$ cat src/jst_pkg.sv
// Shared types, codes and literal tables for the JSON structure tokenizer.
`default_nettype none
package jst_pkg;

  typedef enum logic [3:0] {
    PH_VALUE,
    PH_WAITKEY,
    PH_KEY,
    PH_COLON,
    PH_STRING,
    PH_NUMBER,
    PH_LITERAL,
    PH_AFTER,
    PH_DONE
  } phase_t;

  localparam logic [3:0] EV_NONE      = 4'd0;
  localparam logic [3:0] EV_OBJ_OPEN  = 4'd1;
  localparam logic [3:0] EV_ARR_OPEN  = 4'd2;
  localparam logic [3:0] EV_CLOSE     = 4'd3;
  localparam logic [3:0] EV_KEY_START = 4'd4;
  localparam logic [3:0] EV_KEY_BYTE  = 4'd5;
  localparam logic [3:0] EV_KEY_END   = 4'd6;
  localparam logic [3:0] EV_STR_START = 4'd7;
  localparam logic [3:0] EV_STR_BYTE  = 4'd8;
  localparam logic [3:0] EV_STR_END   = 4'd9;
  localparam logic [3:0] EV_NUMBER    = 4'd10;
  localparam logic [3:0] EV_TRUE      = 4'd11;
  localparam logic [3:0] EV_ERROR     = 4'd14;
  localparam logic [3:0] EV_DONE      = 4'd15;

  localparam logic [3:0] ERR_NONE      = 4'd0;
  localparam logic [3:0] ERR_BAD_VALUE = 4'd1;
  localparam logic [3:0] ERR_KEY_QUOTE = 4'd2;
  localparam logic [3:0] ERR_COLON     = 4'd3;
  localparam logic [3:0] ERR_MISMATCH  = 4'd4;
  localparam logic [3:0] ERR_EARLY_END = 4'd5;
  localparam logic [3:0] ERR_KEY_LONG  = 4'd6;
  localparam logic [3:0] ERR_TOO_MANY  = 4'd7;
  localparam logic [3:0] ERR_TOO_DEEP  = 4'd8;
  localparam logic [3:0] ERR_LITERAL   = 4'd9;
  localparam logic [3:0] ERR_JUNK      = 4'd10;

  localparam logic [1:0] CFG_MAX_KEY    = 2'd0;
  localparam logic [1:0] CFG_MAX_VALUES = 2'd1;

  localparam logic [1:0] LIT_TRUE  = 2'd0;
  localparam logic [1:0] LIT_FALSE = 2'd1;
  localparam logic [1:0] LIT_NULL  = 2'd2;

  typedef struct packed {
    logic [7:0] text_byte;
    logic       end_of_text;
  } in_item_t;

  typedef struct packed {
    logic [3:0] event_res;
    logic       number_closed;
    logic [4:0] nesting_depth;
    logic [7:0] element_index;
    logic [3:0] error_code;
    logic       document_done;
  } out_item_t;

  // classified byte as it sits in the queue
  typedef struct packed {
    logic [7:0] text_byte;
    logic       end_of_text;
    logic       space;
    logic       digit;
    logic       num_cont;
  } cls_item_t;

  function automatic logic [2:0] lit_len(input logic [1:0] sel);
    case (sel)
      LIT_TRUE:  lit_len = 3'd4;
      LIT_FALSE: lit_len = 3'd5;
      LIT_NULL:  lit_len = 3'd4;
      default:   lit_len = 3'd0;
    endcase
  endfunction

  function automatic logic [7:0] lit_char(input logic [1:0] sel, input logic [2:0] pos);
    case ({sel, pos})
      {LIT_TRUE, 3'd1}:  lit_char = "r";
      {LIT_TRUE, 3'd2}:  lit_char = "u";
      {LIT_TRUE, 3'd3}:  lit_char = "e";
      {LIT_FALSE, 3'd1}: lit_char = "a";
      {LIT_FALSE, 3'd2}: lit_char = "l";
      {LIT_FALSE, 3'd3}: lit_char = "s";
      {LIT_FALSE, 3'd4}: lit_char = "e";
      {LIT_NULL, 3'd1}:  lit_char = "u";
      {LIT_NULL, 3'd2}:  lit_char = "l";
      {LIT_NULL, 3'd3}:  lit_char = "l";
      default:           lit_char = 8'h00;
    endcase
  endfunction

endpackage
`default_nettype wire

$ cat src/jst_front.sv
// Front end: takes input bytes, classifies them and queues them for the parser.
`default_nettype none
module jst_front (
  input  wire logic              clk,
  input  wire logic              rst,
  input  wire logic              in_valid,
  output logic                   in_ready,
  input  wire jst_pkg::in_item_t in_data,
  output logic                   q_valid,
  input  wire logic              q_ready,
  output jst_pkg::cls_item_t     q_item
);

  jst_pkg::cls_item_t cls;
  jst_pkg::cls_item_t slots [2];
  logic       wr_ptr;
  logic       rd_ptr;
  logic [1:0] fill;
  logic       push;
  logic       pop;
  logic [7:0] b;

  assign b = in_data.text_byte;

  always_comb begin
    cls.text_byte   = b;
    cls.end_of_text = in_data.end_of_text;
    cls.space       = (b == 8'h20) || (b == 8'h09) || (b == 8'h0A) || (b == 8'h0D);
    cls.digit       = (b >= "0") && (b <= "9");
    cls.num_cont    = cls.digit || (b == ".") || (b == "e") || (b == "E") ||
                      (b == "+") || (b == "-");
  end

  assign in_ready = (fill != 2'd2);
  assign q_valid  = (fill != 2'd0);
  assign q_item   = slots[rd_ptr];
  assign push     = in_valid && in_ready;
  assign pop      = q_valid && q_ready;

  always_ff @(posedge clk) begin
    if (push) begin
      slots[wr_ptr] <= cls;
    end
  end

  always_ff @(posedge clk) begin
    if (rst) begin
      wr_ptr <= 1'b0;
      rd_ptr <= 1'b0;
      fill   <= 2'd0;
    end else begin
      if (push) wr_ptr <= ~wr_ptr;
      if (pop) rd_ptr <= ~rd_ptr;
      fill <= fill + {1'b0, push} - {1'b0, pop};
    end
  end

endmodule
`default_nettype wire

$ cat src/jst_back.sv
// Back end: parse state, container stack, config registers and result register.
`default_nettype none
module jst_back #(
  parameter int MAX_DEPTH  = 16,
  parameter int MAX_VALUES = 256,
  parameter int MAX_KEY    = 64
) (
  input  wire logic               clk,
  input  wire logic               rst,
  input  wire logic               q_valid,
  output logic                    q_ready,
  input  wire jst_pkg::cls_item_t q_item,
  input  wire logic               cfg_valid,
  output logic                    cfg_ready,
  input  wire logic [1:0]         cfg_index,
  input  wire logic [8:0]         cfg_data,
  output logic                    out_valid,
  input  wire logic               out_ready,
  output jst_pkg::out_item_t      out_data
);

  localparam int DW = $clog2(MAX_DEPTH + 1);
  localparam int CW = $clog2(MAX_VALUES + 1);
  localparam int KW = $clog2(MAX_KEY);
  localparam int VW = (CW > 9) ? CW : 9;
  // stack holds the levels below the innermost one
  localparam int SD = (MAX_DEPTH > 1) ? MAX_DEPTH - 1 : 1;
  localparam int SW = (SD > 1) ? $clog2(SD) : 1;

  jst_pkg::phase_t phase, phase_next;
  logic [DW-1:0] depth, depth_next;
  logic          cur_mode, cur_mode_next;
  logic [CW-1:0] cur_count, cur_count_next;
  logic [1:0]    lit_sel, lit_sel_next;
  logic [2:0]    lit_pos, lit_pos_next;
  logic [KW-1:0] key_cnt, key_cnt_next;
  logic          bslash, bslash_next;
  logic [3:0]    sticky, sticky_next;
  logic [5:0]    cfg_key;
  logic [8:0]    cfg_vals;

  logic          stk_mode [SD];
  logic [CW-1:0] stk_cnt  [SD];
  logic          stk_we;
  logic [SW-1:0] stk_wa;
  logic [SW-1:0] stk_ra;
  logic          stk_wmode;
  logic [CW-1:0] stk_wcnt;

  jst_pkg::out_item_t res;
  logic          adv;

  jst_pkg::phase_t ph;
  logic [7:0]    b;
  logic          is_open, is_close, is_obj_b, starts, top_arr, cnt_full, do_close;
  logic [3:0]    ev, err;
  logic          nclosed;
  logic [8:0]    kl;
  logic [VW-1:0] lim;

  assign cfg_ready = 1'b1;
  assign q_ready   = !out_valid || out_ready;
  assign adv       = q_valid && q_ready;

  always_ff @(posedge clk) begin
    if (rst) begin
      cfg_key  <= 6'd63;
      cfg_vals <= 9'd256;
    end else if (cfg_valid) begin
      case (cfg_index)
        jst_pkg::CFG_MAX_KEY:    cfg_key  <= cfg_data[5:0];
        jst_pkg::CFG_MAX_VALUES: cfg_vals <= cfg_data;
        default: ;
      endcase
    end
  end

  always_comb begin
    if (cfg_key == 6'd0) kl = 9'd1;
    else if ({3'b0, cfg_key} > 9'(MAX_KEY - 1)) kl = 9'(MAX_KEY - 1);
    else kl = {3'b0, cfg_key};
    if (cfg_vals == 9'd0) lim = VW'(1);
    else if (VW'(cfg_vals) > VW'(MAX_VALUES)) lim = VW'(MAX_VALUES);
    else lim = VW'(cfg_vals);
  end

  assign b        = q_item.text_byte;
  assign is_open  = (b == "{") || (b == "[");
  assign is_close = (b == "}") || (b == "]");
  assign is_obj_b = (b == "{") || (b == "}");
  assign starts   = (b == 8'h22) || q_item.digit || (b == "-") || (b == "t") ||
                    (b == "f") || (b == "n");
  assign top_arr  = (depth != '0) && !cur_mode;
  assign cnt_full = (depth != '0) && (VW'(cur_count) >= lim);
  assign stk_ra   = SW'(depth - DW'(2));

  always_comb begin
    phase_next     = phase;
    depth_next     = depth;
    cur_mode_next  = cur_mode;
    cur_count_next = cur_count;
    lit_sel_next   = lit_sel;
    lit_pos_next   = lit_pos;
    key_cnt_next   = key_cnt;
    bslash_next    = bslash;
    sticky_next    = sticky;
    stk_we         = 1'b0;
    stk_wa         = SW'(depth - DW'(1));
    stk_wmode      = cur_mode;
    stk_wcnt       = cur_count;
    ev             = jst_pkg::EV_NONE;
    err            = jst_pkg::ERR_NONE;
    nclosed        = 1'b0;
    do_close       = 1'b0;
    ph             = phase;
    if (sticky == jst_pkg::ERR_NONE) begin
      if (phase == jst_pkg::PH_NUMBER) begin
        if (q_item.num_cont) begin
          ev = jst_pkg::EV_NUMBER;
        end else begin
          nclosed = 1'b1;
          ph = (depth == '0) ? jst_pkg::PH_DONE : jst_pkg::PH_AFTER;
        end
      end
      phase_next = ph;
      case (ph)
        jst_pkg::PH_VALUE: begin
          if (!q_item.space) begin
            if (is_close) begin
              if (top_arr && cur_count == '0) do_close = 1'b1;
              else err = jst_pkg::ERR_BAD_VALUE;
            end else if (is_open) begin
              if (depth >= DW'(MAX_DEPTH)) err = jst_pkg::ERR_TOO_DEEP;
              else if (top_arr && cnt_full) err = jst_pkg::ERR_TOO_MANY;
              else begin
                stk_we         = (depth != '0);
                stk_wcnt       = top_arr ? cur_count + CW'(1) : cur_count;
                cur_mode_next  = is_obj_b;
                cur_count_next = '0;
                depth_next     = depth + DW'(1);
                phase_next     = is_obj_b ? jst_pkg::PH_WAITKEY : jst_pkg::PH_VALUE;
                ev             = is_obj_b ? jst_pkg::EV_OBJ_OPEN : jst_pkg::EV_ARR_OPEN;
              end
            end else if (starts) begin
              if (top_arr && cnt_full) err = jst_pkg::ERR_TOO_MANY;
              else begin
                if (top_arr) cur_count_next = cur_count + CW'(1);
                if (b == 8'h22) begin
                  phase_next  = jst_pkg::PH_STRING;
                  bslash_next = 1'b0;
                  ev          = jst_pkg::EV_STR_START;
                end else if (q_item.digit || b == "-") begin
                  phase_next = jst_pkg::PH_NUMBER;
                  ev         = jst_pkg::EV_NUMBER;
                end else begin
                  lit_sel_next = (b == "t") ? jst_pkg::LIT_TRUE :
                                 (b == "f") ? jst_pkg::LIT_FALSE : jst_pkg::LIT_NULL;
                  lit_pos_next = 3'd1;
                  phase_next   = jst_pkg::PH_LITERAL;
                end
              end
            end else begin
              err = jst_pkg::ERR_BAD_VALUE;
            end
          end
        end
        jst_pkg::PH_WAITKEY: begin
          if (!q_item.space) begin
            if (b == 8'h22) begin
              if (cnt_full) err = jst_pkg::ERR_TOO_MANY;
              else begin
                if (depth != '0) cur_count_next = cur_count + CW'(1);
                phase_next   = jst_pkg::PH_KEY;
                key_cnt_next = '0;
                bslash_next  = 1'b0;
                ev           = jst_pkg::EV_KEY_START;
              end
            end else if (is_close && depth != '0 && cur_count == '0) begin
              do_close = 1'b1;
            end else begin
              err = jst_pkg::ERR_KEY_QUOTE;
            end
          end
        end
        jst_pkg::PH_KEY: begin
          if (b == 8'h22 && !bslash) begin
            phase_next = jst_pkg::PH_COLON;
            ev         = jst_pkg::EV_KEY_END;
          end else if (9'(key_cnt) >= kl) begin
            err = jst_pkg::ERR_KEY_LONG;
          end else begin
            key_cnt_next = key_cnt + KW'(1);
            bslash_next  = (b == 8'h5C) && !bslash;
            ev           = jst_pkg::EV_KEY_BYTE;
          end
        end
        jst_pkg::PH_COLON: begin
          if (!q_item.space) begin
            if (b == ":") phase_next = jst_pkg::PH_VALUE;
            else err = jst_pkg::ERR_COLON;
          end
        end
        jst_pkg::PH_STRING: begin
          if (b == 8'h22 && !bslash) begin
            ev         = jst_pkg::EV_STR_END;
            phase_next = (depth == '0) ? jst_pkg::PH_DONE : jst_pkg::PH_AFTER;
          end else begin
            bslash_next = (b == 8'h5C) && !bslash;
            ev          = jst_pkg::EV_STR_BYTE;
          end
        end
        jst_pkg::PH_LITERAL: begin
          if (lit_pos < jst_pkg::lit_len(lit_sel) && b == jst_pkg::lit_char(lit_sel, lit_pos))
          begin
            lit_pos_next = lit_pos + 3'd1;
            if (lit_pos_next == jst_pkg::lit_len(lit_sel)) begin
              ev         = jst_pkg::EV_TRUE + {2'b0, lit_sel};
              phase_next = (depth == '0) ? jst_pkg::PH_DONE : jst_pkg::PH_AFTER;
            end
          end else begin
            err = jst_pkg::ERR_LITERAL;
          end
        end
        jst_pkg::PH_AFTER: begin
          if (!q_item.space) begin
            if (b == ",") phase_next = top_arr ? jst_pkg::PH_VALUE : jst_pkg::PH_WAITKEY;
            else if (is_close) do_close = 1'b1;
            else err = jst_pkg::ERR_JUNK;
          end
        end
        jst_pkg::PH_DONE: begin
          if (q_item.space) ev = jst_pkg::EV_DONE;
          else err = jst_pkg::ERR_JUNK;
        end
        default: ;
      endcase
      if (do_close) begin
        if (depth == '0) err = jst_pkg::ERR_BAD_VALUE;
        else if (cur_mode != is_obj_b) err = jst_pkg::ERR_MISMATCH;
        else begin
          depth_next     = depth - DW'(1);
          cur_mode_next  = stk_mode[stk_ra];
          cur_count_next = stk_cnt[stk_ra];
          ev             = jst_pkg::EV_CLOSE;
          phase_next     = (depth_next == '0) ? jst_pkg::PH_DONE : jst_pkg::PH_AFTER;
        end
      end
      if (err == jst_pkg::ERR_NONE && q_item.end_of_text) begin
        if (phase_next == jst_pkg::PH_NUMBER && depth_next == '0)
          phase_next = jst_pkg::PH_DONE;
        else if (phase_next != jst_pkg::PH_DONE)
          err = jst_pkg::ERR_EARLY_END;
      end
      if (err != jst_pkg::ERR_NONE) sticky_next = err;
    end

    res.event_res     = (sticky_next != jst_pkg::ERR_NONE) ? jst_pkg::EV_ERROR : ev;
    res.number_closed = nclosed;
    res.nesting_depth = 5'(depth_next);
    res.element_index = (depth_next != '0 && cur_count_next != '0) ?
                        8'(cur_count_next - CW'(1)) : 8'd0;
    res.error_code    = sticky_next;
    res.document_done = (phase_next == jst_pkg::PH_DONE) && (sticky_next == jst_pkg::ERR_NONE);
  end

  always_ff @(posedge clk) begin
    if (adv && stk_we) begin
      stk_mode[stk_wa] <= stk_wmode;
      stk_cnt[stk_wa]  <= stk_wcnt;
    end
    if (adv) begin
      out_data  <= res;
      cur_mode  <= cur_mode_next;
      cur_count <= cur_count_next;
    end
  end

  always_ff @(posedge clk) begin
    if (rst) begin
      phase     <= jst_pkg::PH_VALUE;
      depth     <= '0;
      lit_sel   <= 2'd0;
      lit_pos   <= 3'd0;
      key_cnt   <= '0;
      bslash    <= 1'b0;
      sticky    <= jst_pkg::ERR_NONE;
      out_valid <= 1'b0;
    end else begin
      if (adv) begin
        phase   <= phase_next;
        depth   <= depth_next;
        lit_sel <= lit_sel_next;
        lit_pos <= lit_pos_next;
        key_cnt <= key_cnt_next;
        bslash  <= bslash_next;
        sticky  <= sticky_next;
      end
      if (adv) out_valid <= 1'b1;
      else if (out_ready) out_valid <= 1'b0;
    end
  end

  a_sticky_holds: assert property (@(posedge clk) disable iff (rst)
    (sticky != jst_pkg::ERR_NONE) |=> (sticky == $past(sticky)))
    else $error("sticky error changed");

  a_depth_bound: assert property (@(posedge clk) disable iff (rst)
    depth <= DW'(MAX_DEPTH))
    else $error("depth beyond limit");

  a_err_event: assert property (@(posedge clk) disable iff (rst)
    (out_valid && out_data.error_code != jst_pkg::ERR_NONE) |->
    (out_data.event_res == jst_pkg::EV_ERROR))
    else $error("error result without error event");

  a_done_clean: assert property (@(posedge clk) disable iff (rst)
    (out_valid && out_data.document_done) |-> (out_data.error_code == jst_pkg::ERR_NONE))
    else $error("done flagged with error");

  a_done_depth: assert property (@(posedge clk) disable iff (rst)
    (phase == jst_pkg::PH_DONE) |-> (depth == '0))
    else $error("document done inside a container");

endmodule
`default_nettype wire

$ cat src/json_structure_tokenizer_core.sv
// JSON structure tokenizer: every input byte yields one token result.
// Channels (valid/ready, accepted when both are high at a rising clk edge):
//   in   : in_data {text_byte, end_of_text}, one byte of JSON text.
//   out  : out_data {event_res, number_closed, nesting_depth, element_index,
//          error_code, document_done}, exactly one result per input byte.
//   cfg  : cfg_index 0 = max_key_length (cfg_data[5:0]),
//          cfg_index 1 = max_values_per_container (cfg_data[8:0]);
//          cfg_ready is always high. Write only while the block is idle.
// An accepted byte passes through a queue slot and then the result register
// before its result is offered on out_data.
// Throughput: one byte per cycle while out_ready is high; the parser updates
// its state and the top of the container stack once per byte.
// A two-entry queue sits between the byte classifier and the parser, and the
// result register lets the next byte be taken while a waiting result is taken.
// When out_ready is low the result holds, the parser stops, the queue fills
// and in_ready drops once both queue slots are taken.
// Reset (rst, synchronous): parse state, depth, sticky error, queue and
// result valid clear; config registers return to 63 and 256. No clearing
// pass; the container stack is written as each level opens.
`default_nettype none
module json_structure_tokenizer_core #(
  parameter int MAX_DEPTH  = 16,
  parameter int MAX_VALUES = 256,
  parameter int MAX_KEY    = 64
) (
  input  wire logic               clk,
  input  wire logic               rst,
  input  wire logic               in_valid,
  output logic                    in_ready,
  input  wire jst_pkg::in_item_t  in_data,
  output logic                    out_valid,
  input  wire logic               out_ready,
  output jst_pkg::out_item_t      out_data,
  input  wire logic               cfg_valid,
  output logic                    cfg_ready,
  input  wire logic [1:0]         cfg_index,
  input  wire logic [8:0]         cfg_data
);

  logic               q_valid;
  logic               q_ready;
  jst_pkg::cls_item_t q_item;

  jst_front u_front (
    .clk      (clk),
    .rst      (rst),
    .in_valid (in_valid),
    .in_ready (in_ready),
    .in_data  (in_data),
    .q_valid  (q_valid),
    .q_ready  (q_ready),
    .q_item   (q_item)
  );

  jst_back #(
    .MAX_DEPTH  (MAX_DEPTH),
    .MAX_VALUES (MAX_VALUES),
    .MAX_KEY    (MAX_KEY)
  ) u_back (
    .clk       (clk),
    .rst       (rst),
    .q_valid   (q_valid),
    .q_ready   (q_ready),
    .q_item    (q_item),
    .cfg_valid (cfg_valid),
    .cfg_ready (cfg_ready),
    .cfg_index (cfg_index),
    .cfg_data  (cfg_data),
    .out_valid (out_valid),
    .out_ready (out_ready),
    .out_data  (out_data)
  );

endmodule
`default_nettype wire
$ cat config.mk
export PLATFORM = sky130hd
export DESIGN_NAME = json_structure_tokenizer_core
export DESIGN_NICKNAME = d
export VERILOG_FILES = /design/src/jst_pkg.sv /design/src/jst_front.sv /design/src/jst_back.sv /design/src/json_structure_tokenizer_core.sv
export SDC_FILE = /design/constraint.sdc
export NUM_CORES = 1
export LEC_CHECK = 0
export BUFFER_PORTS_ARGS = -buffer_cell sky130_fd_sc_hd__buf_4
export CAP_MARGIN = 20
export CORE_ASPECT_RATIO = 1.2
export CORE_MARGIN = 1.5
export CORE_UTILIZATION = 52
export CTS_CLUSTER_SIZE = 30
export DETAILED_ROUTE_END_ITERATION = 6
export GPL_ROUTABILITY_DRIVEN = 0
export PLACE_DENSITY = 0.69
export SETUP_SLACK_MARGIN = 0.15
export SKIP_LAST_GASP = 1
export SYNTH_ARGS = -nofsm -noshare
export SYNTH_HDL_FRONTEND = slang
export SYNTH_SLANG_ARGS = --single-unit
$ cat constraint.sdc
create_clock -name clk -period 5.1 [get_ports clk]
set_input_delay 0 -clock clk [delete_from_list [all_inputs] [get_ports clk]]
set_output_delay 0 -clock clk [all_outputs]
set_load 0.1 [all_outputs]
**Yosys cells after proc, flatten, opt, wreduce, memory -nomap -nowiden**

Memories as Yosys holds them, arrays and structs flattened. A register that Yosys moved wholly into a read port is not among the register bits.
Index checks and enable logic that the tools add are counted.

- Add/subtract/negate cells: 10
- Magnitude comparators: 7
- Equal/unequal tests: 54
- Muxes and demuxes: 203
- Bitwise logic cells: 9
- Reductions and logical operators: 70

Operator list:

| kind | number |
|---|---|
| $mux W4 | 77 |
| $mux W9 | 24 |
| $eq A8 B7 Y1 const B | 10 |
| $eq A8 B6 Y1 const B | 8 |
| $pmux W4 S7 | 2 |
| $mux W5 | 11 |
| $mux W1 | 51 |
| $mux W3 | 17 |
| $mux W6 | 6 |
| $eq A8 B4 Y1 const B | 3 |
| $ne A2 B2 Y1 const B | 12 |
| $pmux W4 S6 | 1 |
| $eq A4 B3 Y1 const B | 5 |
| $logic_not A9 Y1 | 2 |
| $logic_or A1 B1 Y1 | 18 |
| $pmux W9 S2 | 1 |
| $logic_and A1 B1 Y1 | 17 |
| $logic_not A4 Y1 | 4 |
| $mux W8 | 2 |
| $logic_not A5 Y1 | 3 |
| $reduce_and A15 Y1 | 1 |
| $mux W2 | 6 |
| $pmux W3 S2 | 2 |
| $pmux W6 S2 | 1 |
| other kinds (42) | 69 |

- Register bits: 78
- Bits in writable memories: 174
- ROM bits: 224
- Input port bits: 25
- Output and inout bits: 26
- Logic and storage cells: 379
- Memories: 4

Memories:

| name | depth | width | rd ports | clocked after Yosys merged registers in | wr ports | line | RTL |
|---|---|---|---|---|---|---|---|
| (name not given) | 32 | 7 | 1 | 0 | 0 | jst_pkg.sv:84 | `case ({sel, pos})` |
| u_back.stk_cnt | 15 | 9 | 1 | 0 | 1 | jst_back.sv:43 | `logic [CW-1:0] stk_cnt [SD];` |
| u_front.slots | 2 | 12 | 1 | 1 | 1 | jst_front.sv:15 | `jst_pkg::cls_item_t slots [2];` |
| u_back.stk_mode | 15 | 1 | 1 | 0 | 1 | jst_back.sv:42 | `logic stk_mode [SD];` |

**Depth between registers and ports, before layout**

- Depth in word-level cells: 31
- Depth in mapped cells: 17
- Mapped depth without buffers: 17

**By module**

Synthesis repeated with hierarchy kept, for this count alone.

- Cells, all modules: 1148
- Area, all modules: 13481.7 um2

By module, submodules not included:

| module | times used | cells each | area each (um2) | sequential area each (um2) |
|---|---|---|---|---|
| jst_back | 1 | 1066 | 12263.0 | 6316.1 |
| jst_front | 1 | 82 | 1218.7 | 820.8 |

**Worst setup path before layout**

Ideal clock, no wire load.

- Path kind: register to register
- From: register u_back.depth[0]
- To: register, netlist name u_back.out_data[20]
- Arrival time: 3.958 ns
- Setup slack: 0.877 ns
- Cell stages (with the launch flop): 16
- Path buffers: 2
- Cell sequence: dfxtp_1 buf_2 inv_1 ha_1 or4b_2 clkbuf_1 nand2_1 nor2_1 a22o_1 nand3b_1 a221o_1 a22o_1 a2111oi_4 nor3_2 or4_4 or3_1

- Word-level cells in the longest chain between the ends: 24
- Elaborated cells on any way between the ends: 112
- Those cells by class: add/sub: 2; order compare: 1; eq/ne: 9; mux: 84; reduce/logical: 16

Ends and longest elaborated chain:

| item | line | RTL |
|---|---|---|
| start: declaration | jst_back.sv:31 | `logic [DW-1:0] depth, depth_next;` |
| start signal: assignment | jst_back.sv:291 | `depth <= depth_next;` |
| $logic_not A5 Y1 | - |  |
| $mux W4 | jst_back.sv:122, jst_back.sv:206, jst_back.sv:218 |  |
| $mux W4 | jst_back.sv:118 | `if (q_item.num_cont) begin` |
| $mux W4 | jst_back.sv:117 | `if (phase == jst_pkg::PH_NUMBER) begin` |
| $mux W4 | jst_back.sv:116 | `if (sticky == jst_pkg::ERR_NONE) begin` |
| $mux W4, on equally long branches | jst_back.sv:145, jst_back.sv:134 |  |
| $mux W4, on equally long branches | jst_back.sv:144, jst_back.sv:133 |  |
| $mux W4 | jst_back.sv:132 | `end else if (is_open) begin` |
| [8 not listed] | - |  |
| $mux W4 or $logic_and A1 B1 Y1 (tied branches) | jst_back.sv:251, jst_back.sv:249 |  |
| $mux W4 | jst_back.sv:249 | `if (phase_next == jst_pkg::PH_NUMBER && depth_next == '0)` |
| $mux W4 | jst_back.sv:248 | `if (err == jst_pkg::ERR_NONE && q_item.end_of_text) begin` |
| $mux W4 | jst_back.sv:116 |  |
| $reduce_bool A4 Y1 | jst_back.sv:254 | `if (err != jst_pkg::ERR_NONE) sticky_next = err;` |
| $mux W4 | jst_back.sv:254 |  |
| $mux W4 | jst_back.sv:116 |  |
| $reduce_bool A4 Y1 | jst_back.sv:257 | `res.event_res = (sticky_next != jst_pkg::ERR_NONE) ? jst_pkg::EV_ERROR : ev;` |

Several ways; a longest one is shown, not always the timed one. The select of a mux whose other input is x is not followed.
A chain may end at the register's enable or synchronous reset.

**Worst setup path in the final report**

- From: register u_back.depth[1]
- To: register, netlist name u_back.out_data[20]

- Word-level cells in the longest chain between the ends: 24
- Elaborated cells on any way between the ends: 112
- Those cells by class: add/sub: 2; order compare: 1; eq/ne: 9; mux: 84; reduce/logical: 16

Ends and longest elaborated chain:

| item | line |
|---|---|
| $logic_not A5 Y1 | - |
| $mux W4 | jst_back.sv:122, jst_back.sv:206, jst_back.sv:218 |
| $mux W4 | jst_back.sv:118 |
| $mux W4 | jst_back.sv:117 |
| $mux W4 | jst_back.sv:116 |
| $mux W4, on equally long branches | jst_back.sv:145, jst_back.sv:134 |
| $mux W4, on equally long branches | jst_back.sv:144, jst_back.sv:133 |
| $mux W4 | jst_back.sv:132 |
| [8 not listed] | - |
| $mux W4 or $logic_and A1 B1 Y1 (tied branches) | jst_back.sv:251, jst_back.sv:249 |
| $mux W4 | jst_back.sv:249 |
| $mux W4 | jst_back.sv:248 |
| $mux W4 | jst_back.sv:116 |
| $reduce_bool A4 Y1 | jst_back.sv:254 |
| $mux W4 | jst_back.sv:254 |
| $mux W4 | jst_back.sv:116 |
| $reduce_bool A4 Y1 | jst_back.sv:257 |

Several ways; a longest one is shown, not always the timed one. The select of a mux whose other input is x is not followed.

==> results.tsv <==
stage	metric	value	unit
outcome	outcome	finished, final reports clean	
critical_path	crit_path_end_kind	flop	
critical_path	cp_max_fo	8	
power	power.leakage	0.005497	uW
critical_path	rr_worst_depth	13	
drt	postRouteWirelength	34.11	mm
synthesis	yosys.area_share.simple	16.10	%
floorplanning	die_w	150.2	um
drt	drt_pass1_iterations	6	
critical_path	arrival	4.98	ns
critical_path	critical_path_class	reg -> reg	
global_route	grt_max_degree	45	
clock_network	root_buffer	clkbuf_16	
floorplanning	dieArea	0.02696	mm2
clock_network	clockBufferDepth	3	
sta	max_freq	213.0	MHz
clock_network	cts_buffers	26	
synthesis	synth-xor-area-share	2.463	%
clock_network	cts_tree	done	
synthesis	ys_warn_count	0	
clock_network	clock_sinks	253	
critical_path	ff2ff_setup_slack	0.41	ns
clock_network	clock_latency	0.55	ns
critical_path	crit-reg2reg-launch	u_back.depth[1]	
sta	fin_worst_skew	0.03286	ns
sta	tightest_slew	1.051	ns
synthesis	muxShareOfSynthArea	8.788	%
global_route	grt_use_total	25.56	%
drt	post_drt_wl_per_cell	20.98	um
place	port_buffers	49	
sta	grt_setup_unrepaired	true	
floorplanning	ios	51	
hold_path	holdCritStartpoint	cfg_index[1]	
floorplanning	fp-row-count	64	
hold_path	hold_path_class	in -> reg	
synthesis	synth_edf_count	207	
sta	hold_ws	0.03030	ns
power	powerDensity	514.6	mW/mm2
final_layout	fin_nets	1341	
floorplanning	fp.coreArea	0.02554	mm2
sta	setup_viol	0	
sta	finalCritPeriodShare	92.05	%
sta	max_slew_margin	29.73	%
drt	drc	0	
synthesis	synth_seq_cells	253	
global_route	first_global_vias	9853	
critical_path	reg2reg_to	u_back.out_data[20]	
synthesis	async_flop_share	0	%
sta	fin_crit	4.694	ns
synthesis	synth_most_common_cell	edfxtp_1	
global_route	antenna_found_initial	0	
synthesis	synth_compound_area_share	13.20	%
synthesis	synth_top_family_by_area	simple AND/OR/NAND/NOR gates	
drt	drt_iter0_markers	852	
global_route	grt_overflow_total	0	
power	peakVddDrop	380.0	uV
synthesis	ys_types	93	
drt	postRouteAntennaNets	0	
clock_network	clk_pin_slew_worst_paths	0.06	ns
floorplanning	die_h	179.6	um
synthesis	synth-adder-area-share	3.704	%
synthesis	post_synth.cell_area_avg	11.52	um2
clock_network	postCtsSetupBuffers	0	
synthesis	syn_inst	1173	
power	total_power	8021	uW
place	dp_hpwl	24.14	mm
synthesis	yosysTopAreaCell	edfxtp_1	
final_layout	drive_gt1_share	16.90	%
synthesis	synth_area_leaders	edfxtp_1, dfxtp_1, mux4_2	
final_layout	num_antenna_cells	0	
final_layout	area_delta_synth_final	15.35	%
floorplanning	start_util	52.89	%
drt	route.vias.total	10198	
synthesis	seq_area_frac_synth	52.82	%
sta	setup_tns	0	ns
sta	hold_violations	0	
synthesis	synth_top_cell_area_share	46.00	%
critical_path	crit_required	5.39	ns
drt	vias_per_cell	6.272	
clock_network	cts.htree.levels	1	
critical_path	startpoint_type	flop	
flow_run	drv_cap	0	
synthesis	syn_nets	1238	
synthesis	synthFlopType	edfxtp_1	
sta	slew_violations	0	
hold_path	whs_path_depth	5	
hold_path	min_to	u_back.cfg_key[2]	
synthesis	syn_area	0.01351	mm2
global_route	grt_pass1_wl	53.96	mm
synthesis	synth_common_cells	edfxtp_1, nor2_1, nand2_1	
-- logic make-up (layout without fill, tap and decap cells) --
kind of cell,after synthesis,after routing
AOI/OAI and AO/OA,251,251
xor gates and xnor gates,38,38
adders and majority gates,40,40
buffers and inverters,95,218
DFF,253,253
muxes,80,80
other,1,1
and+or+nand+nor,415,415
-- power by group --
part           internal, uW  total, uW  switching [uW]
clock network          1040       1830             785
logic                   963       3230            2270
registers              2720       2960             246
-- placed cells by master (no fill, tap or decap), types with 27 or more instances in the layout --
cell type	n
buf_4	105
o21ai_0	47
ha_1	40
edfxtp_1	207
mux4_2	30
a21oi_1	45
inv_1	36
nor3_1	30
nor2_1	120
a211oi_1	27
mux2i_1	41
nand2_1	92
nand3_1	28
dfxtp_1	45
-- worst max-delay path by stage --
stage	startpoint	end	slack (ns)	depth (start not counted)
after floorplan	u_back.depth[0]	u_back.out_data[20]	0.88	15
final	u_back.depth[1]	u_back.out_data[20]	0.41	13
after global routing	u_back.cfg_vals[5]	u_back.out_data[10]	0.13	17
after CTS	u_back.lit_sel[0]	u_back.out_data[0]	0.44	11
after detailed placement	u_back.lit_sel[0]	u_back.out_data[20]	0.44	12
after global placement	u_back.lit_sel[0]	u_back.out_data[20]	0.55	12
-- cell type report --
| type | instances | area, um2 |
|---|---|---|
| clock buffer | 32 | 673.1 |
| tap | 330 | 412.9 |
| fill | 2077 | 9958 |
| clock inverter | 16 | 145.1 |
| sequential | 253 | 7138 |
| timing repair buffer | 133 | 1074 |
| multi-input combinational | 825 | 6005 |
| inverter | 37 | 138.9 |
-- sequential cells by signal, indices dropped and copies added (netlist names), named ones only --
signal / flops
u_back.stk_cnt: 135
u_front.slots: 24
u_back.out_data: 23
u_back.stk_mode: 15
u_back.cfg_vals: 9
u_back.cur_count: 9
u_back.cfg_key: 6
u_back.key_cnt: 6
u_back.depth: 5
u_back.phase: 4
u_back.sticky: 4
u_back.lit_pos: 3
u_back.lit_sel: 2
u_front.fill: 2
u_back.bslash: 1
u_back.cur_mode: 1
u_back.out_valid: 1
u_front.rd_ptr: 1
u_front.wr_ptr: 1
-- routing by layer --
layer	vias to the layer above	part of all wire, %	GRT usage [%]
met5	-	0	0
met4	0	4.9	12.27
met3	126	6.3	3.706
met2	436	49	43.16
met1	4905	40	32.00
li1	4731	-	-
-- critical path: stages (launching register included) --
cell      delay [ns]
dfxtp_1         0.31
inv_1           0.22
ha_1            0.30
or4b_2          0.76
nand2_1         0.26
nor2_1          0.10
a21oi_1         0.48
a31oi_1         0.16
o211a_1         0.19
o31ai_1         0.41
and4bb_2        0.30
nor3_2          0.06
or4_4           0.53
or3_1           0.35
-- through the flow --
stage / cells / cell area [um2] / worst slack, ns / utilization, %
6_report: 1626 / 15590 / 0.4056 / 61.02
3_3_place_gp: 1544 / 14440 / 0.5470 / 56.51
5_1_grt: 1626 / 15590 / 0.1319 / 61.02
2_1_floorplan: 1173 / 13510 / 0.8768 / -
3_5_place_dp: 1547 / 14460 / 0.4380 / 56.59
4_1_cts: 1621 / 15530 / 0.4425 / 60.82
-- what timing repair did --
| item | in CTS | in global routing |
|---|---|---|
| gates resized for setup | 0 | 4 |
| endpoints found under the setup margin | 0 | 13 |
| hold endpoints to repair | 57 | 0 |
| hold buffers | 26 | 0 |
(Power assumes the default switching activity.)
